[src/hdl/ecbs_pkg.sv]
package ecbs_pkg;

    localparam int TIME_W = 48;
    localparam int TAG_W  = 8;
    localparam int PEND_W = 16;

    localparam logic [PEND_W-1:0] PEND_MAX = '1;

    // add status codes
    localparam logic [1:0] ADD_NONE = 2'd0;
    localparam logic [1:0] ADD_OK   = 2'd1;
    localparam logic [1:0] ADD_FULL = 2'd2;

    typedef enum logic [2:0] {
        F_ADD,
        F_REMOVE,
        F_READY,
        F_BLOCK,
        F_END_JOB,
        F_BUDGET_OUT,
        F_NEW_JOB,
        F_TIMEOUT
    } t_func;

    typedef enum logic [1:0] {
        M_ACTIVE,
        M_BLOCKED,
        M_TIMED,
        M_IDLE
    } t_mode;

    typedef struct packed {
        t_func             func;
        logic [TIME_W-1:0] now;
        logic [TAG_W-1:0]  task_tag;
        logic [TIME_W-1:0] period;
        logic [TIME_W-1:0] rel_deadline;
        logic [TIME_W-1:0] max_budget;
        logic              is_server;
    } t_req;

    typedef struct packed {
        logic [1:0]        add_status;
        logic              deadline_missed;
        logic              next_valid;
        logic [TAG_W-1:0]  next_tag;
        logic              suspend_valid;
        logic [TAG_W-1:0]  suspend_tag;
        logic              start_valid;
        logic [TIME_W-1:0] wake_time;
        logic              rearm_valid;
        logic [TIME_W-1:0] rearm_budget;
    } t_rsp;

    // one row of the task table
    typedef struct packed {
        logic [TAG_W-1:0]  tag;
        t_mode             mode;
        logic [TIME_W-1:0] period;
        logic [TIME_W-1:0] abs_dl;
        logic [TIME_W-1:0] abs_start;
        logic              is_server;
        logic [TIME_W-1:0] max_budget;
        logic [PEND_W-1:0] pending;
    } t_entry;

    // controller -> datapath
    typedef struct packed {
        logic load;
        logic look;
        logic apply;
        logic shift;
        logic scan;
        logic fin;
        logic ev_v;
    } t_ctl;

    // datapath -> controller
    typedef struct packed {
        logic hit;
        logic key_valid;
        logic shrink;
        logic out_free;
    } t_sts;

endpackage

[src/hdl/ecbs_ctrl.sv]
module ecbs_ctrl #(
    parameter int MAX_TASKS = 16
) (
    input  logic                                 i_clk,
    input  logic                                 i_rst_n,
    input  logic                                 i_req_valid,
    output logic                                 o_req_ready,
    input  ecbs_pkg::t_sts                       i_sts,
    input  logic [$clog2(MAX_TASKS+1)-1:0]       i_cnt,
    input  logic [$clog2(MAX_TASKS)-1:0]         i_kidx,
    output ecbs_pkg::t_ctl                       o_ctl,
    output logic [$clog2(MAX_TASKS)-1:0]         o_raddr,
    output logic [$clog2(MAX_TASKS+1)-1:0]       o_pidx
);
    import ecbs_pkg::*;

    localparam int IW = $clog2(MAX_TASKS);
    localparam int CW = $clog2(MAX_TASKS + 1);

    typedef enum logic [2:0] {
        S_IDLE,
        S_LOOK,
        S_APPLY,
        S_SHIFT,
        S_SCAN,
        S_FIN
    } t_state;

    t_state        r_state, n_state;
    logic [CW-1:0] r_idx, n_idx;
    logic [CW-1:0] r_pidx, n_pidx;
    logic          r_pv, n_pv;
    logic          issue;

    // read issue condition per phase
    always_comb begin
        case (r_state)
            S_LOOK:  issue = i_sts.key_valid && (r_idx < i_cnt);
            S_SHIFT: issue = (r_idx <= i_cnt);
            S_SCAN:  issue = (r_idx < i_cnt);
            default: issue = 1'b0;
        endcase
    end

    // next state and walk counters
    always_comb begin
        n_state = r_state;
        n_idx   = r_idx;
        n_pidx  = r_pidx;
        n_pv    = 1'b0;
        if (issue) begin
            n_pv   = 1'b1;
            n_pidx = r_idx;
            n_idx  = r_idx + CW'(1);
        end
        case (r_state)
            S_IDLE: begin
                if (i_req_valid) begin
                    n_state = S_LOOK;
                    n_idx   = '0;
                end
            end
            S_LOOK: begin
                if ((r_pv && i_sts.hit) || (!issue && !r_pv)) begin
                    n_state = S_APPLY;
                    n_pv    = 1'b0;
                end
            end
            S_APPLY: begin
                n_pv = 1'b0;
                if (i_sts.shrink) begin
                    n_state = S_SHIFT;
                    n_idx   = CW'(i_kidx) + CW'(1);
                end else begin
                    n_state = S_SCAN;
                    n_idx   = '0;
                end
            end
            S_SHIFT: begin
                if (!issue && !r_pv) begin
                    n_state = S_SCAN;
                    n_idx   = '0;
                end
            end
            S_SCAN: begin
                if (!issue && !r_pv) begin
                    n_state = S_FIN;
                end
            end
            S_FIN: begin
                if (i_sts.out_free) begin
                    n_state = S_IDLE;
                end
            end
            default: n_state = S_IDLE;
        endcase
    end

    always_ff @(posedge i_clk) begin
        if (!i_rst_n) begin
            r_state <= S_IDLE;
            r_idx   <= '0;
            r_pidx  <= '0;
            r_pv    <= 1'b0;
        end else begin
            r_state <= n_state;
            r_idx   <= n_idx;
            r_pidx  <= n_pidx;
            r_pv    <= n_pv;
        end
    end

    assign o_req_ready = (r_state == S_IDLE);
    assign o_raddr     = r_idx[IW-1:0];
    assign o_pidx      = r_pidx;

    always_comb begin
        o_ctl.load  = (r_state == S_IDLE) && i_req_valid;
        o_ctl.look  = (r_state == S_LOOK);
        o_ctl.apply = (r_state == S_APPLY);
        o_ctl.shift = (r_state == S_SHIFT);
        o_ctl.scan  = (r_state == S_SCAN);
        o_ctl.fin   = (r_state == S_FIN) && i_sts.out_free;
        o_ctl.ev_v  = r_pv;
    end

    // read data in flight only during table walks
    a_pv_in_walk: assert property (@(posedge i_clk) disable iff (!i_rst_n)
        r_pv |-> (r_state == S_LOOK || r_state == S_SHIFT || r_state == S_SCAN))
        else $error("read in flight outside a table walk");

    // a taken request starts a lookup with no read in flight
    a_load_idle: assert property (@(posedge i_clk) disable iff (!i_rst_n)
        o_ctl.load |=> (r_state == S_LOOK) && !r_pv)
        else $error("request load did not start lookup");

    // a shift walk starts past the removed row
    a_shift_start: assert property (@(posedge i_clk) disable iff (!i_rst_n)
        (r_state == S_APPLY && i_sts.shrink) |=> (r_idx != '0))
        else $error("shift started at row zero");
endmodule

[config.mk]
export PLATFORM = sky130hd
export DESIGN_NAME = ecbs_ctrl
export DESIGN_NICKNAME = d
export VERILOG_FILES = /design/src/hdl/ecbs_pkg.sv /design/src/hdl/ecbs_ctrl.sv
export SDC_FILE = /design/constraint.sdc
export NUM_CORES = 1
export LEC_CHECK = 0
export BUFFER_PORTS_ARGS = -buffer_cell sky130_fd_sc_hd__buf_2
export CAP_MARGIN = 20
export CORE_MARGIN = 2
export CORE_UTILIZATION = 50
export DETAILED_ROUTE_END_ITERATION = 8
export GPL_ROUTABILITY_DRIVEN = 1
export PLACE_DENSITY = 0.77
export SLEW_MARGIN = 0
export SYNTH_ARGS = -nofsm -noshare
export SYNTH_HDL_FRONTEND = slang
export SYNTH_SLANG_ARGS = --single-unit
[constraint.sdc]
create_clock -name i_clk -period 5.15 [get_ports i_clk]
set_input_delay 1.545 -clock i_clk [delete_from_list [all_inputs] [get_ports i_clk]]
set_output_delay 1.545 -clock i_clk [all_outputs]
set_load 0.005 [all_outputs]
Word level (Yosys, flattened, before mapping)
Cells that the tools add are included.
Widths: inputs -> output; s select.
{"block": "op_classes", "add_sub_neg": 2, "multipliers": 0, "div_mod_pow": 0, "n_lt_le_gt_ge": 2, "n_eq_ne": 10, "shifts": 0, "mux": 16, "n_bitwise": 0, "n_reduce_logical": 10}
{"cell": "$mux 5", "n": 4}
{"cell": "$mux 3", "n": 6}
{"cell": "$pmux 3 s6", "n": 1}
{"cell": "$pmux 5 s3", "n": 1}
{"cell": "$eq 3x2->1 const B", "n": 2}
{"cell": "$eq 3x3->1 const B", "n": 2}
{"cell": "$ne 2x1->1 const B", "n": 3}
{"cell": "$add 4x1->5 const B", "n": 1}
{"cell": "$add 5x1->5 const B", "n": 1}
{"cell": "$le 5x5->1", "n": 1}
{"cell": "$logic_and 1x1->1", "n": 5}
{"cell": "$lt 5x5->1", "n": 1}
{"cell": "$reduce_and 5->1", "n": 1}
{"cell": "$ne 2x2->1 const B", "n": 2}
{"cell": "$eq 3x1->1 const B", "n": 1}
{"cell": "$logic_not 3->1", "n": 1}
{"cell": "$pmux 1 s3", "n": 1}
{"cell": "$logic_not 1->1", "n": 2}
{"cell": "$mux 1", "n": 2}
{"cell": "$pmux 1 s2", "n": 1}
{"cell": "$logic_or 1x1->1", "n": 1}
{"block": "word_totals", "ff_bits": 14, "latch_bits": 0, "ramBits": 0, "rom_bits": 0, "inputBits": 16, "elab_cells": 44, "memories": 0}

Longest topological paths before layout
{"block": "depth", "depth_word": 8, "depth_mapped": 8, "ltp_nobuf": 7}

Worst setup path after synthesis
No wires, ideal clock.
{"block": "synth_path", "path_type": "input to output", "start": "input port i_sts[0] in the netlist's numbering", "end": "output port o_ctl[1] in the netlist's numbering", "arrival_ns": 1.684, "required_ns": 3.605, "slack_ns": 1.921, "path_stages": 2, "path_buffers": 0, "path_cell_list": "nand2_1 > nor2_1"}
{"element": "start, declared", "line_no": "ecbs_ctrl.sv:8", "source": "input ecbs_pkg::t_sts i_sts,"}
{"element": "end, declared", "line_no": "ecbs_ctrl.sv:11", "source": "output ecbs_pkg::t_ctl o_ctl,"}

==> results.sh <==
export IMPL_ctsRootBufferMaster="clkbuf_4"
export IMPL_yosysMostFrequentCell="dfxtp_1"
export IMPL_dpl_hpwl_um=2010
export IMPL_io_pins=33
export IMPL_drt_initial_drc_count=10
export IMPL_die_x_um=52.0
export IMPL_netlist_top_cells_area="dfxtp_1 24%, ha_1 7.6%, mux2i_1 6.1%"
export IMPL_syn_to_final_growth_pct=12.7
export IMPL_cap_violations=0
export IMPL_synth_top_area_share_pct=24.4
export IMPL_synth_seq_cells=14
export IMPL_synthSimpleGateAreaFrac_pct=27.3
export IMPL_clock_sinks=14
export IMPL_num_fill_cells=219
export IMPL_crit_arrival_ps=1910
export IMPL_insertion_delay_ps=270
export IMPL_floorplan_die_area_sq_mm=0.00270
export IMPL_min_delay_start="o_pidx[3]"
export IMPL_synth_edf_count=0
export IMPL_synthFlopType="dfxtp_1"
export IMPL_synth_cell_types=48
export IMPL_layout_setup_ws_ps=1700
export IMPL_worst_setup_path_end_kind="primary output"
export IMPL_worstHoldPathType="reg -> reg"
export IMPL_via_count=1070
export IMPL_slew_violations=0
export IMPL_final_core_util_pct=59.2
export IMPL_powerDensity_mw_per_mm2=320
export IMPL_synth_xor_area_share_pct=2.29
export IMPL_syn_avg_cell_area_sq_um=8.65
export IMPL_clk_pin_slew_ps=80
export IMPL_r2r_start="r_idx[2]"
export IMPL_drt_wirelength_per_cell_um=13.3
export IMPL_yosysWarnings=0
export IMPL_finalHoldViolCount=0
export IMPL_worstPathMaxFanout=3
export IMPL_cts_htree_levels=1
export IMPL_ys_seq_area_share_pct=24.4
export IMPL_tightestPinTransition_ps=752
export IMPL_detail_route_antenna_nets=0
export IMPL_start_util_pct=52.5
export IMPL_regArea_sq_um=280
export IMPL_critical_path_class="in -> out"
export IMPL_drc_errors=0
export IMPL_grt_overflow=0
export IMPL_grt_pass1_vias=1042
export IMPL_die_height_um=52.0
export IMPL_crit_start="i_sts[0]"
export IMPL_syn_num_nets=156
export IMPL_synth_compound_gate_area_share_pct=22.5
export IMPL_vdd_drop_max_mv=0.263
export IMPL_outcome="completed"
export IMPL_yosysTopAreaCell="dfxtp_1"
export IMPL_layout_nets=183
export IMPL_cts_tree="yes"
export IMPL_viasPerCell=5.75
export IMPL_ys_top_cells_by_count="14 x dfxtp_1, 13 x nor2_1, 11 x inv_1, 7 x ha_1, 7 x mux2i_1"
export IMPL_period_needed_ps=3450
export IMPL_synth_top_family_by_area="simple AND/OR/NAND/NOR gates"
export IMPL_grt_pass1_wl_um=4290
export IMPL_drive_gt1_share_pct=27.8
export IMPL_finalClockSkew_ps=6.67
export IMPL_first_pass_iters=6
export IMPL_multiInputGateArea_sq_um=757
export IMPL_port_buffers=32
export IMPL_syn_inst=133
export IMPL_hold_buffers=0
export IMPL_cts_resized=0
export IMPL_wl_um=2480
export IMPL_max_freq_mhz=290
export IMPL_antenna_found_initial=0
export IMPL_setup_tns_ps=0
export IMPL_coreArea_sq_mm=0.00219
export IMPL_cts_setup_buffers=0
export IMPL_gp_congestion=0.841
export IMPL_grtUsageTotal_pct=21.1
export IMPL_ctsLongestPathBuffers=2
export IMPL_grt_max_degree=22
export IMPL_diodes=0
export IMPL_slew_headroom_pct=49.7
export IMPL_post_route_period_util_pct=67.0
export IMPL_final_setup_viol_count=0
export IMPL_synthMuxAreaShare_pct=6.09
export IMPL_dp_slack_ps=1410
export IMPL_rows=17
export IMPL_tritoncts_num_buffers=3
export IMPL_syn_cell_area_sq_mm=0.00115
export IMPL_required_ps=3610
export IMPL_leakagePower_nw=0.627
export IMPL_synth_fa_ha_area_share_pct=7.62
export IMPL_postSynth_asyncResetShare_pct=0
export IMPL_start_kind="primary input"
export IMPL_grt_setup_unrepaired="no"
export IMPL_finalPower_w=0.000415
power breakdown:
group | internal, W | leakage (nW) | switching [W]
Combinational | 0.0000917 | 0.500 | 0.000101
Sequential | 0.000122 | 0.113 | 0.0000408
Clock | 0.0000271 | 0.0138 | 0.0000329
Total | 0.000241 | 0.627 | 0.000174
final timing paths:
path	to	depth (start not counted)	slack, ps
hold reg to reg	o_pidx[3]	2	510
setup reg to reg	r_state[2]	6	2700
setup / recovery	o_ctl[1]	4	1700
hold / removal	o_pidx[3]	2	510
placed cells by master (no fill, tap or decap), types with 2 or more instances in the layout:
cell type,synthesis,final
o21ai_0,3,3
nor4_1,2,2
a211oi_1,3,3
mux2i_1,7,7
nor2_1,13,13
nand4_1,4,4
a21boi_0,3,3
nand4b_1,2,2
nand2b_1,3,3
o41ai_1,2,2
and2_1,2,2
a21oi_1,3,3
nor4bb_1,2,2
inv_1,11,11
nor3_1,2,2
nand2_1,5,5
and3_1,2,2
ha_1,7,7
nor3b_1,2,2
buf_2,3,32
dfxtp_1,14,14
clkbuf_4,0,3
o22ai_1,4,4
xnor2_1,2,2
nand3_1,2,2
nor2b_1,2,2
per-layer routing:
layer / global-route usage [%] / part of all wire (%) / up-vias
met5: 0 / 0 / -
met4: 9.21 / 1.4 / 0
met3: 1.72 / 2.7 / 4
met2: 36.7 / 51 / 19
met1: 26.2 / 45 / 508
li1: - / - / 539
logic make-up after synthesis:
kind of cell	after synthesis
flip-flops	14
AO/OA/AOI/OAI	32
AND/OR/NAND/NOR	49
XOR/XNOR	3
buffers and inverters	21
adder cells (fa/ha/maj)	7
multiplexers	7
through the flow:
| stage | hold WS [ps] | instances | instance area, sq um |
|---|---|---|---|
| after floorplan | 489 | 133 | 1150 |
| after global placement | 479 | 183 | 1270 |
| after detailed placement | 487 | 183 | 1270 |
| after CTS | 518 | 186 | 1300 |
| after global routing | 552 | 186 | 1300 |
| final | 514 | 186 | 1300 |
final cells by class:
type	count	share of cell area, %
Tap cell	28	2.70
Multi-Input combinational cell	98	58.4
Timing Repair Buffer	32	12.4
Inverter	11	3.19
Sequential cell	14	21.6
Clock buffer	3	1.74
sequential cells by signal, indices dropped and copies added (netlist names):
register,cells
o_pidx,5
r_idx,5
r_pv,1
r_state,3
critical path, cell delays in order:
cell and delay, ps:
buf_2 100, nand2_1 50, nor2_1 100, buf_2 110
Note: power is estimated with default switching activity, not from simulation.
