<file path="src/hdl/ecbs_pkg.sv">
package ecbs_pkg;

    localparam int TIME_W = 48;
    localparam int TAG_W  = 8;
    localparam int PEND_W = 16;

    localparam logic [PEND_W-1:0] PEND_MAX = '1;

    // add status codes
    localparam logic [1:0] ADD_NONE = 2'd0;
    localparam logic [1:0] ADD_OK   = 2'd1;
    localparam logic [1:0] ADD_FULL = 2'd2;

    typedef enum logic [2:0] {
        F_ADD,
        F_REMOVE,
        F_READY,
        F_BLOCK,
        F_END_JOB,
        F_BUDGET_OUT,
        F_NEW_JOB,
        F_TIMEOUT
    } t_func;

    typedef enum logic [1:0] {
        M_ACTIVE,
        M_BLOCKED,
        M_TIMED,
        M_IDLE
    } t_mode;

    typedef struct packed {
        t_func             func;
        logic [TIME_W-1:0] now;
        logic [TAG_W-1:0]  task_tag;
        logic [TIME_W-1:0] period;
        logic [TIME_W-1:0] rel_deadline;
        logic [TIME_W-1:0] max_budget;
        logic              is_server;
    } t_req;

    typedef struct packed {
        logic [1:0]        add_status;
        logic              deadline_missed;
        logic              next_valid;
        logic [TAG_W-1:0]  next_tag;
        logic              suspend_valid;
        logic [TAG_W-1:0]  suspend_tag;
        logic              start_valid;
        logic [TIME_W-1:0] wake_time;
        logic              rearm_valid;
        logic [TIME_W-1:0] rearm_budget;
    } t_rsp;

    // one row of the task table
    typedef struct packed {
        logic [TAG_W-1:0]  tag;
        t_mode             mode;
        logic [TIME_W-1:0] period;
        logic [TIME_W-1:0] abs_dl;
        logic [TIME_W-1:0] abs_start;
        logic              is_server;
        logic [TIME_W-1:0] max_budget;
        logic [PEND_W-1:0] pending;
    } t_entry;

    // controller -> datapath
    typedef struct packed {
        logic load;
        logic look;
        logic apply;
        logic shift;
        logic scan;
        logic fin;
        logic ev_v;
    } t_ctl;

    // datapath -> controller
    typedef struct packed {
        logic hit;
        logic key_valid;
        logic shrink;
        logic out_free;
    } t_sts;

endpackage

</file>
<file path="src/hdl/ecbs_ram.sv">
module ecbs_ram #(
    parameter int WIDTH = 8,
    parameter int DEPTH = 16
) (
    input  logic                     i_clk,
    input  logic                     i_we,
    input  logic [$clog2(DEPTH)-1:0] i_waddr,
    input  logic [WIDTH-1:0]         i_wdata,
    input  logic [$clog2(DEPTH)-1:0] i_raddr,
    output logic [WIDTH-1:0]         o_rdata
);
    logic [WIDTH-1:0] r_mem [DEPTH];
    logic [WIDTH-1:0] r_rdata;

    always_ff @(posedge i_clk) begin
        if (i_we) begin
            r_mem[i_waddr] <= i_wdata;
        end
        r_rdata <= r_mem[i_raddr];
    end

    assign o_rdata = r_rdata;
endmodule

</file>
<file path="src/hdl/ecbs_dpath.sv">
module ecbs_dpath #(
    parameter int MAX_TASKS = 16
) (
    input  logic                                 i_clk,
    input  logic                                 i_rst_n,
    input  ecbs_pkg::t_ctl                       i_ctl,
    input  logic [$clog2(MAX_TASKS)-1:0]         i_raddr,
    input  logic [$clog2(MAX_TASKS+1)-1:0]       i_pidx,
    input  ecbs_pkg::t_req                       i_req,
    output ecbs_pkg::t_sts                       o_sts,
    output logic [$clog2(MAX_TASKS+1)-1:0]       o_cnt,
    output logic [$clog2(MAX_TASKS)-1:0]         o_kidx,
    output logic                                 o_rsp_valid,
    input  logic                                 i_rsp_ready,
    output ecbs_pkg::t_rsp                       o_rsp
);
    import ecbs_pkg::*;

    localparam int IW = $clog2(MAX_TASKS);
    localparam int CW = $clog2(MAX_TASKS + 1);
    localparam int EW = $bits(t_entry);

    // latched request and persistent state
    t_req              r_req;
    logic [CW-1:0]     r_cnt;
    logic              r_run_v;
    logic [TAG_W-1:0]  r_run_tag;

    // lookup result
    logic              r_found;
    logic [IW-1:0]     r_kidx;
    t_entry            r_ent;

    // event results
    logic [1:0]        r_add_st;
    logic              r_missed;
    logic              r_rearm_v;
    logic [TIME_W-1:0] r_rearm_b;

    // scan accumulators
    logic              r_nv;
    logic [TAG_W-1:0]  r_nt;
    logic [TIME_W-1:0] r_bdl;
    logic              r_sv;
    logic [TIME_W-1:0] r_st;
    logic              r_rm_seen;
    logic              r_rm_blk;

    // output register
    logic              r_rsp_valid;
    t_rsp              r_rsp;

    // table port
    logic              we;
    logic [IW-1:0]     waddr;
    t_entry            wdata;
    logic [EW-1:0]     rdata;
    t_entry            rd;

    ecbs_ram #(
        .WIDTH (EW),
        .DEPTH (MAX_TASKS)
    ) u_table (
        .i_clk   (i_clk),
        .i_we    (we),
        .i_waddr (waddr),
        .i_wdata (wdata),
        .i_raddr (i_raddr),
        .o_rdata (rdata)
    );

    assign rd = t_entry'(rdata);

    // lookup key: request tag or running tag
    logic             tag_op, run_op, key_valid;
    logic [TAG_W-1:0] key;

    always_comb begin
        tag_op    = (r_req.func == F_REMOVE) || (r_req.func == F_READY) ||
                    (r_req.func == F_NEW_JOB);
        run_op    = (r_req.func == F_BLOCK) || (r_req.func == F_END_JOB) ||
                    (r_req.func == F_BUDGET_OUT);
        key_valid = tag_op || (run_op && r_run_v);
        key       = tag_op ? r_req.task_tag : r_run_tag;
    end

    // event applied to the found row
    t_entry            e_mod, e_new;
    logic              ap_missed, ap_rearm;
    logic [TIME_W-1:0] dl_adv, st_adv, now_per;
    logic [PEND_W-1:0] pend_dec;
    logic              table_full;

    always_comb begin
        dl_adv     = r_ent.abs_dl + r_ent.period;
        st_adv     = r_ent.abs_start + r_ent.period;
        now_per    = r_req.now + r_ent.period;
        pend_dec   = (r_ent.pending != '0) ? (r_ent.pending - PEND_W'(1)) : '0;
        e_mod      = r_ent;
        ap_missed  = 1'b0;
        ap_rearm   = 1'b0;
        table_full = (r_cnt >= CW'(MAX_TASKS));
        case (r_req.func)
            F_READY: e_mod.mode = M_ACTIVE;
            F_BLOCK: e_mod.mode = M_BLOCKED;
            F_END_JOB: begin
                ap_missed = (r_ent.abs_dl < r_req.now);
                if (r_ent.is_server) begin
                    e_mod.pending = pend_dec;
                    if (pend_dec == '0) begin
                        e_mod.mode      = M_IDLE;
                        e_mod.abs_start = st_adv;
                        e_mod.abs_dl    = dl_adv;
                    end
                end else begin
                    e_mod.mode      = M_TIMED;
                    e_mod.abs_start = st_adv;
                    e_mod.abs_dl    = dl_adv;
                end
            end
            F_BUDGET_OUT: begin
                if (r_ent.is_server) begin
                    e_mod.abs_dl = dl_adv;
                    ap_rearm     = 1'b1;
                end
            end
            F_NEW_JOB: begin
                if (r_ent.pending != PEND_MAX) begin
                    e_mod.pending = r_ent.pending + PEND_W'(1);
                end
                if (r_ent.mode == M_IDLE) begin
                    e_mod.mode = M_ACTIVE;
                    if (!(now_per < r_ent.abs_dl)) begin
                        e_mod.abs_dl = dl_adv;
                        ap_rearm     = 1'b1;
                    end
                end
            end
            default: e_mod = r_ent;
        endcase

        // row for a new task
        e_new.tag        = r_req.task_tag;
        e_new.period     = r_req.period;
        e_new.abs_start  = r_req.now;
        e_new.is_server  = r_req.is_server;
        e_new.max_budget = r_req.max_budget;
        e_new.pending    = '0;
        if (r_req.is_server) begin
            e_new.mode   = M_IDLE;
            e_new.abs_dl = r_req.now;
        end else begin
            e_new.mode   = M_ACTIVE;
            e_new.abs_dl = r_req.now + r_req.rel_deadline;
        end
    end

    // scan: wake a due timed task, then rank it
    t_mode mode_w;
    logic  take_next, take_start, take_run;

    always_comb begin
        mode_w = rd.mode;
        if (rd.mode == M_TIMED && rd.abs_start <= r_req.now) begin
            mode_w = M_ACTIVE;
        end
        take_next  = (mode_w == M_ACTIVE) && (!r_nv || rd.abs_dl < r_bdl);
        take_start = (mode_w == M_TIMED) && (!r_sv || rd.abs_start < r_st);
        take_run   = r_run_v && !r_rm_seen && (rd.tag == r_run_tag);
    end

    // table write port
    logic [CW-1:0] sh_idx;

    always_comb begin
        sh_idx = i_pidx - CW'(1);
        we     = 1'b0;
        waddr  = r_kidx;
        wdata  = e_mod;
        if (i_ctl.apply) begin
            if (r_req.func == F_ADD) begin
                we    = !table_full;
                waddr = r_cnt[IW-1:0];
                wdata = e_new;
            end else if (r_found && (tag_op || run_op) && r_req.func != F_REMOVE) begin
                we = 1'b1;
            end
        end else if (i_ctl.shift && i_ctl.ev_v) begin
            we    = 1'b1;
            waddr = sh_idx[IW-1:0];
            wdata = rd;
        end else if (i_ctl.scan && i_ctl.ev_v) begin
            we         = 1'b1;
            waddr      = i_pidx[IW-1:0];
            wdata      = rd;
            wdata.mode = mode_w;
        end
    end

    // final result
    logic susp;
    t_rsp rsp_new;

    always_comb begin
        susp                    = r_rm_seen && !(r_nv && r_nt == r_run_tag) && !r_rm_blk;
        rsp_new.add_status      = r_add_st;
        rsp_new.deadline_missed = r_missed;
        rsp_new.next_valid      = r_nv;
        rsp_new.next_tag        = r_nt;
        rsp_new.suspend_valid   = susp;
        rsp_new.suspend_tag     = susp ? r_run_tag : '0;
        rsp_new.start_valid     = r_sv;
        rsp_new.wake_time       = r_st;
        rsp_new.rearm_valid     = r_rearm_v;
        rsp_new.rearm_budget    = r_rearm_b;
    end

    // control state
    always_ff @(posedge i_clk) begin
        if (!i_rst_n) begin
            r_cnt       <= '0;
            r_run_v     <= 1'b0;
            r_rsp_valid <= 1'b0;
        end else begin
            if (i_ctl.apply) begin
                if (r_req.func == F_ADD && !table_full) begin
                    r_cnt <= r_cnt + CW'(1);
                end
                if (r_req.func == F_REMOVE && r_found) begin
                    r_cnt <= r_cnt - CW'(1);
                    if (r_run_v && r_run_tag == r_req.task_tag) begin
                        r_run_v <= 1'b0;
                    end
                end
            end
            if (i_ctl.fin) begin
                r_run_v     <= r_nv;
                r_rsp_valid <= 1'b1;
            end else if (i_rsp_ready) begin
                r_rsp_valid <= 1'b0;
            end
        end
    end

    // payload
    always_ff @(posedge i_clk) begin
        if (i_ctl.load) begin
            r_req     <= i_req;
            r_found   <= 1'b0;
            r_add_st  <= ADD_NONE;
            r_missed  <= 1'b0;
            r_rearm_v <= 1'b0;
            r_rearm_b <= '0;
        end
        if (i_ctl.look && i_ctl.ev_v && !r_found && rd.tag == key) begin
            r_found <= 1'b1;
            r_kidx  <= i_pidx[IW-1:0];
            r_ent   <= rd;
        end
        if (i_ctl.apply) begin
            if (r_req.func == F_ADD) begin
                r_add_st <= table_full ? ADD_FULL : ADD_OK;
            end else if (r_found && run_op) begin
                r_missed  <= ap_missed;
                r_rearm_v <= ap_rearm;
                r_rearm_b <= ap_rearm ? r_ent.max_budget : '0;
            end else if (r_found && r_req.func == F_NEW_JOB) begin
                r_rearm_v <= ap_rearm;
                r_rearm_b <= ap_rearm ? r_ent.max_budget : '0;
            end
            r_nv      <= 1'b0;
            r_nt      <= '0;
            r_bdl     <= '0;
            r_sv      <= 1'b0;
            r_st      <= '0;
            r_rm_seen <= 1'b0;
            r_rm_blk  <= 1'b0;
        end
        if (i_ctl.scan && i_ctl.ev_v) begin
            if (take_next) begin
                r_nv  <= 1'b1;
                r_nt  <= rd.tag;
                r_bdl <= rd.abs_dl;
            end
            if (take_start) begin
                r_sv <= 1'b1;
                r_st <= rd.abs_start;
            end
            if (take_run) begin
                r_rm_seen <= 1'b1;
                r_rm_blk  <= (mode_w == M_BLOCKED);
            end
        end
        if (i_ctl.fin) begin
            r_run_tag <= r_nt;
            r_rsp     <= rsp_new;
        end
    end

    always_comb begin
        o_sts.hit       = !r_found && (rd.tag == key);
        o_sts.key_valid = key_valid;
        o_sts.shrink    = r_found && (r_req.func == F_REMOVE);
        o_sts.out_free  = !r_rsp_valid || i_rsp_ready;
    end

    assign o_cnt       = r_cnt;
    assign o_kidx      = r_kidx;
    assign o_rsp_valid = r_rsp_valid;
    assign o_rsp       = r_rsp;

    a_cnt_bound: assert property (@(posedge i_clk) disable iff (!i_rst_n)
        r_cnt <= CW'(MAX_TASKS))
        else $error("task count beyond table size");

    a_remove_shrinks: assert property (@(posedge i_clk) disable iff (!i_rst_n)
        (i_ctl.apply && r_found && r_req.func == F_REMOVE) |=>
        (r_cnt == $past(r_cnt) - CW'(1)))
        else $error("remove did not shrink table");

    a_next_tag_zero: assert property (@(posedge i_clk) disable iff (!i_rst_n)
        (r_rsp_valid && !r_rsp.next_valid) |-> (r_rsp.next_tag == '0))
        else $error("next tag set without a chosen task");
endmodule

</file>
<file path="config.mk">
export PLATFORM = sky130hd
export DESIGN_NAME = ecbs_dpath
export DESIGN_NICKNAME = d
export VERILOG_FILES = /design/src/hdl/ecbs_pkg.sv /design/src/hdl/ecbs_ram.sv /design/src/hdl/ecbs_dpath.sv
export SDC_FILE = /design/constraint.sdc
export NUM_CORES = 2
export LEC_CHECK = 0
export BUFFER_PORTS_ARGS = -buffer_cell sky130_fd_sc_hd__buf_2
export CORE_MARGIN = 2
export CORE_UTILIZATION = 45
export DETAILED_ROUTE_END_ITERATION = 12
export MAX_ROUTING_LAYER = met4
export PLACE_DENSITY = 0.68
export REMOVE_ABC_BUFFERS = 1
export SYNTH_ARGS = -nofsm -noshare
export SYNTH_HDL_FRONTEND = slang
export SYNTH_SLANG_ARGS = --single-unit
</file>
<file path="constraint.sdc">
create_clock -name i_clk -period 17.5 [get_ports i_clk]
set_input_delay 3.5 -clock i_clk [delete_from_list [all_inputs] [get_ports i_clk]]
set_output_delay 3.5 -clock i_clk [all_outputs]
set_load 0.01 [all_outputs]
</file>
# [Yosys cells after proc, flatten, opt, wreduce, memory -nomap -nowiden]
# Memories as Yosys holds them, arrays and structs flattened. A register that Yosys moved wholly into a read port is not among the register bits.
# Index checks and enable logic that the tools add are counted.
[totals] n_memories=1 ramBits=3504 register_bits=714 wordCells=210 out_inout_bits=133 in_bits=223
[mem_list] name="u_table.r_mem" words=16 word_bits=219 read_ports=1 rd_ports_with_merged_regs=1 write_ports=1 line="ecbs_ram.sv:12" text="logic [WIDTH-1:0] r_mem [DEPTH];"
[classes] addsub=9 magnitude_cmp=6 reduce_logical=50 n_eq_ne=16 n_mux=87
[op_table] cell="219-bit 2-to-1 mux" n=4
[op_table] cell="48-bit 2-to-1 mux" n=17
[op_table] cell="48-bit adder" n=4
[op_table] cell="48-bit less-than comparator" n=4
[op_table] cell="96-bit 2-to-1 mux" n=2
[op_table] cell="48-bit case mux with 3 select lines" n=1
[op_table] cell="48-bit less-or-equal comparator" n=1
[op_table] cell="16-bit 2-to-1 mux" n=3
[op_table] cell="1-bit 2-to-1 mux" n=38
[op_table] cell="8-bit equality test" n=4
[op_table] cell="8-bit 2-to-1 mux" n=4
[op_table] cell="16-bit case mux with 2 select lines" n=1
[op_table] cell="1-bit logical AND" n=22
[op_table] cell="2-bit 2-to-1 mux" n=9
[op_table] cell="16-bit by 1-bit adder with 16-bit output (second input constant)" n=1
[op_table] cell="16-bit logical NOT" n=1
[op_table] cell="4-bit 2-to-1 mux" n=4
[op_table] cell="16-bit != test (second input constant)" n=1
[op_table] cell="16-bit nonzero test" n=1
[op_table] cell="16-bit by 1-bit subtractor with 16-bit output (second input constant)" n=1
[op_table] cell="5-bit 2-to-1 mux" n=2
[op_table] cell="2-bit nonzero test" n=5
[op_table] cell="3-bit equality test (second input constant)" n=3
[op_table] cell="1-bit logical OR" n=9
[op_table] cell="16 further kinds" n=26

# [Depth between registers and ports, before layout]
[logic_depth] word_depth=11 ltp_mapped=28 ltp_nobuf=26

# [Modules after synthesis]
# Synthesis repeated with hierarchy kept, for this count alone.
[unflattened] hier_cells=10115 area_unflattened_um2=180216.6
[modules_own_cells] mod="ecbs_ram" seq_area_each_um2=109605.1 cells_per_inst=5721 area_per_inst_um2=135805.2 n_inst=1
[modules_own_cells] mod="ecbs_dpath" seq_area_each_um2=19759.0 cells_per_inst=4394 area_per_inst_um2=44411.3 n_inst=1

# [Least setup slack after synthesis]
# Ideal clock, no wire load.
[synth_timing] path_type="in2reg" startpoint="in i_ctl[0] (netlist name)" endpoint="mem u_table.r_mem[12][0] (netlist name) (enable)" arrival_time_ns=13.847 required_ns=16.697 cell_stages=6 setup_slack_ns=2.850 setup_ns=0.803 path_buffers=1 cell_sequence="clkbuf_1 > o21ai_0 > a221oi_1 > a21oi_1 > or3_1 > nor2_1"
[synth_via] elab_chain_len=6 word_cells_on_any_way=10 cone_classes="mux: 8; reduce/logical: 2"
[synth_rtl] item="start: declaration" line="ecbs_dpath.sv:6" text="input ecbs_pkg::t_ctl i_ctl,"
[synth_rtl] item="1-bit logical AND" line="ecbs_dpath.sv:192" text="end else if (i_ctl.scan && i_ctl.ev_v) begin"
[synth_rtl] item="1-bit 2-to-1 mux" line="ecbs_dpath.sv:192"
[synth_rtl] item="1-bit 2-to-1 mux" line="ecbs_dpath.sv:188" text="end else if (i_ctl.shift && i_ctl.ev_v) begin"
[synth_rtl] item="1-bit 2-to-1 mux" line="ecbs_dpath.sv:180" text="if (i_ctl.apply) begin"
[synth_rtl] item="1-bit 2-to-1 mux" line="ecbs_ram.sv:16" text="if (i_we) begin"
[synth_rtl] item="1-bit 2-to-1 mux (implied by the code)" line="ecbs_ram.sv:17" text="r_mem[i_waddr] <= i_wdata;"
[synth_rtl] item="end: declaration" line="ecbs_ram.sv:12"
# Several ways; a longest one is shown, not always the timed one.

# [Final worst setup path]
[layout_timing] startpoint="reg r_ent (netlist bit e_mod[161])" endpoint="mem u_table.r_mem[3][153] (netlist name) (data pin)"
[layout_via] elab_chain_len=8 word_cells_on_any_way=13 cone_classes="add/sub: 2; order compare: 1; mux: 10"
[layout_rtl] item="start: declaration" line="ecbs_dpath.sv:32" text="t_entry r_ent;"
[layout_rtl] item="start signal: assignment" line="ecbs_dpath.sv:258" text="r_ent <= rd;"
[layout_rtl] item="48-bit adder" line="ecbs_dpath.sv:97" text="now_per = r_req.now + r_ent.period;"
[layout_rtl] item="48-bit less-than comparator" line="ecbs_dpath.sv:133" text="if (!(now_per < r_ent.abs_dl)) begin"
[layout_rtl] item="48-bit 2-to-1 mux" line="ecbs_dpath.sv:133"
[layout_rtl] item="48-bit 2-to-1 mux" line="ecbs_dpath.sv:131" text="if (r_ent.mode == M_IDLE) begin"
[layout_rtl] item="48-bit case mux with 3 select lines (*)" line="ecbs_dpath.sv:103" text="case (r_req.func)"
[layout_rtl] item="219-bit 2-to-1 mux" line="ecbs_dpath.sv:192"
[layout_rtl] item="219-bit 2-to-1 mux" line="ecbs_dpath.sv:188"
[layout_rtl] item="219-bit 2-to-1 mux (*)" line="ecbs_dpath.sv:180"
[layout_rtl] item="via u_table.i_wdata[153]" line="ecbs_ram.sv:8" text="input logic [WIDTH-1:0] i_wdata,"
# The timed path passes the listed nets; every way through them passes the cells marked *.

==> impl_metrics.json <==
{
  "tightest_slew_ps": 1320,
  "cap_violations": 0,
  "synth_seq_cells": 4437,
  "ys_seq_area_share_pct": 71.8,
  "ant_nets": 0,
  "crit_required_ps": 18060,
  "crit_type": "flop to flop",
  "worst_setup_path_end_kind": "flop",
  "clk_pin_slew_ps": 60,
  "synth_area_per_cell_um2": 18.7,
  "core_um2": 399000,
  "ir_worst_vdd_v": 0.0000949,
  "die_h_um": 637,
  "clock_skew_ps": 91.2,
  "synth_area_leader_cell": "edfxtp_1",
  "cts-root-buf": "clkbuf_16",
  "crit_path_start_kind": "flop",
  "grt_max_degree": 136,
  "die_w_um": 637,
  "hold_viol_final": 0,
  "synth-edff-count": 4050,
  "wl_per_cell_um": 29.7,
  "clock_sinks": 4437,
  "synth_top_area_share_pct": 67.5,
  "dp_hpwl_mm": 281,
  "yosys.cell_types.count": 79,
  "cts_setup_buffers": 0,
  "grt_pass1_wl_mm": 678,
  "finalInstanceArea_um2": 204000,
  "ios": 356,
  "fin_setup_tns_ps": 0,
  "leakage_nw": 68.9,
  "syn_area_um2": 180000,
  "synthTopCellsByCount": "4050 x edfxtp_1, 1067 x mux4_2, 434 x nand2_1",
  "std_cell_rows": 232,
  "htreeDepth": 5,
  "globalplace.congestion": 0.967,
  "holdCritPathClass": "flop to flop",
  "vias_per_cell": 6.01,
  "slew_violations": 0,
  "hold_buffers": 0,
  "drt-initial-drc-count": 10300,
  "wl_mm": 473,
  "cts_tree": "yes",
  "crit_path_max_fanout": 56,
  "setup_viol": 0,
  "max_freq_mhz": 106,
  "outcome": "finished, final reports clean",
  "synthArstFlopShare_pct": 0,
  "power_density_nw_per_um2": 114,
  "min_period_ps": 9410,
  "fin_total_pwr_w": 0.0233,
  "fillCellCount": 31400,
  "cts-resized-gates": 0,
  "reg2reg_slack_ps": 8090,
  "slew_headroom_pct": 11.4,
  "yosysMostFrequentCell": "edfxtp_1",
  "worst_slack_ps": 8090,
  "rsz0062_at_grt": "false",
  "synthCells": 9644,
  "nets": 10900,
  "yosysWarningCount": 0,
  "worst_ep_arrival_time_ps": 9970,
  "grt_usage_pct": 23.6,
  "firstDrtPassIters": 7,
  "port_buffers": 354,
  "synth_ff_type": "edfxtp_1",
  "clkLatencyLatePin_ps": 1010,
  "cts_made_buffers": 432,
  "route.detailed.drc": 0,
  "hold_slack_ps": 400,
  "start_util_pct": 45.1,
  "areaGrowthSynthToFinish_pct": 13.4,
  "first_global_vias": 97200,
  "post-route-period-util_pct": 53.8,
  "synth.area.top_cells": "edfxtp_1 68%, mux4_2 13%, dfxtp_1 4.3%",
  "grt-ovfl-total": 0,
  "antenna_found_initial": 14,
  "post_dp_cell_area_um2": 189000,
  "drive_gt1_share_pct": 23.8,
  "post-place-ws_ps": 7400,
  "clock_path_buffers": 4,
  "via_count": 95500,
  "die_area_um2": 405000
}
## metal layers
| layer | GRT usage (%) | share of wire [%] | vias to the layer above |
|---|---|---|---|
| met5 | - | 0 | - |
| met4 | 8.87 | 4.1 | 0 |
| met3 | 2.95 | 6.5 | 739 |
| met2 | 38.9 | 50 | 3834 |
| met1 | 30.1 | 39 | 50500 |
| li1 | - | - | 40500 |
## power breakdown
part	internal, W	switching (W)	total [W]
registers	0.0119	0.000173	0.0121
clock network	0.00559	0.00405	0.00965
logic	0.000609	0.000974	0.00158
total	0.0181	0.00520	0.0233
## final cells by class
| class | instances | area (µm²) | area share [%] |
|---|---|---|---|
| repair buffers | 623 | 4170 | 2.04 |
| multi-input cells | 4478 | 48200 | 23.6 |
| clock buffers | 577 | 11900 | 5.84 |
| inverters | 271 | 1020 | 0.498 |
| well taps | 5265 | 6590 | 3.23 |
| diodes | 10 | 25.0 | 0.0123 |
| flip-flops and latches | 4437 | 129000 | 63.3 |
| clock inverters | 239 | 3000 | 1.47 |
## cell usage in the layout (no fill, tap or decap), drive strengths merged, types with 193 or more instances in the layout
cell,n
nor2,295
o21ai,257
nand2,434
a21oi,365
mux4,1067
buf,621
inv,285
edfxtp,4050
a21o,193
ha,430
clkbuf,579
dfxtp,387
## cell families (layout without fill, tap and decap cells)
kind of cell | count (synthesis) | count (layout) | share of synthesized area (%)
fa+ha+maj | 435 | 435 | 3.04
mux | 1234 | 1234 | 14.3
simple gates | 1199 | 1199 | 3.11
other cells | 0 | 10 | 0
xor+xnor | 210 | 210 | 1.02
compound gates | 1400 | 1400 | 5.10
flops | 4437 | 4437 | 71.8
buf+inv | 729 | 1710 | 1.54
## state kept, by name, summed over array words and instances (netlist names), 2 cells and up
name             cells
o_cnt                5
r_nt                 8
r_req               51
o_kidx               4
o_rsp              119
u_table.r_mem     3504
r_rearm_b           48
r_add_st             2
e_new              153
e_mod              105
r_bdl               48
u_table.o_rdata    219
r_ent              114
r_st                48
## per-stage QoR
stage                     instances  util (%)
after CTS                     15900      51.2
final                         15900      51.2
after global routing          15900      51.2
after global placement        15100      47.5
after floorplan                9186         -
after detailed placement      15100      47.5
## worst max-delay path, stage by stage, from the launching register on
cell      delay, ps
edfxtp_1        530
ha_1            280
inv_1            70
fa_1            220
nor2b_1          80
o31a_1          280
o311a_1         410
a31oi_1         310
o221ai_1        230
buf_4           200
a21oi_1         300
o31ai_1         220
a221oi_1        610
o21ai_1         230
o31ai_1         300
xnor2_1         180
ha_1            290
nand4_1         170
nor4_1          130
a221o_1         300
nor2_1           90
o31ai_1         130
a31oi_1         730
a221o_2         560
buf_4           570
and2_1          720
a222oi_1        190
o211ai_1        570
## final timing paths
kind	from	to	depth (start not counted)
max	e_mod[161]$_DFFE_PP_	u_table.r_mem[3][153]$_DFFE_PP_	27
min	u_table.o_rdata[191]$_DFF_P_	e_mod[191]$_DFFE_PP_	0
max reg2reg	e_mod[161]$_DFFE_PP_	u_table.r_mem[3][153]$_DFFE_PP_	27
min reg2reg	u_table.o_rdata[191]$_DFF_P_	e_mod[191]$_DFFE_PP_	0
No activity file was read; power rests on OpenSTA's default activity.
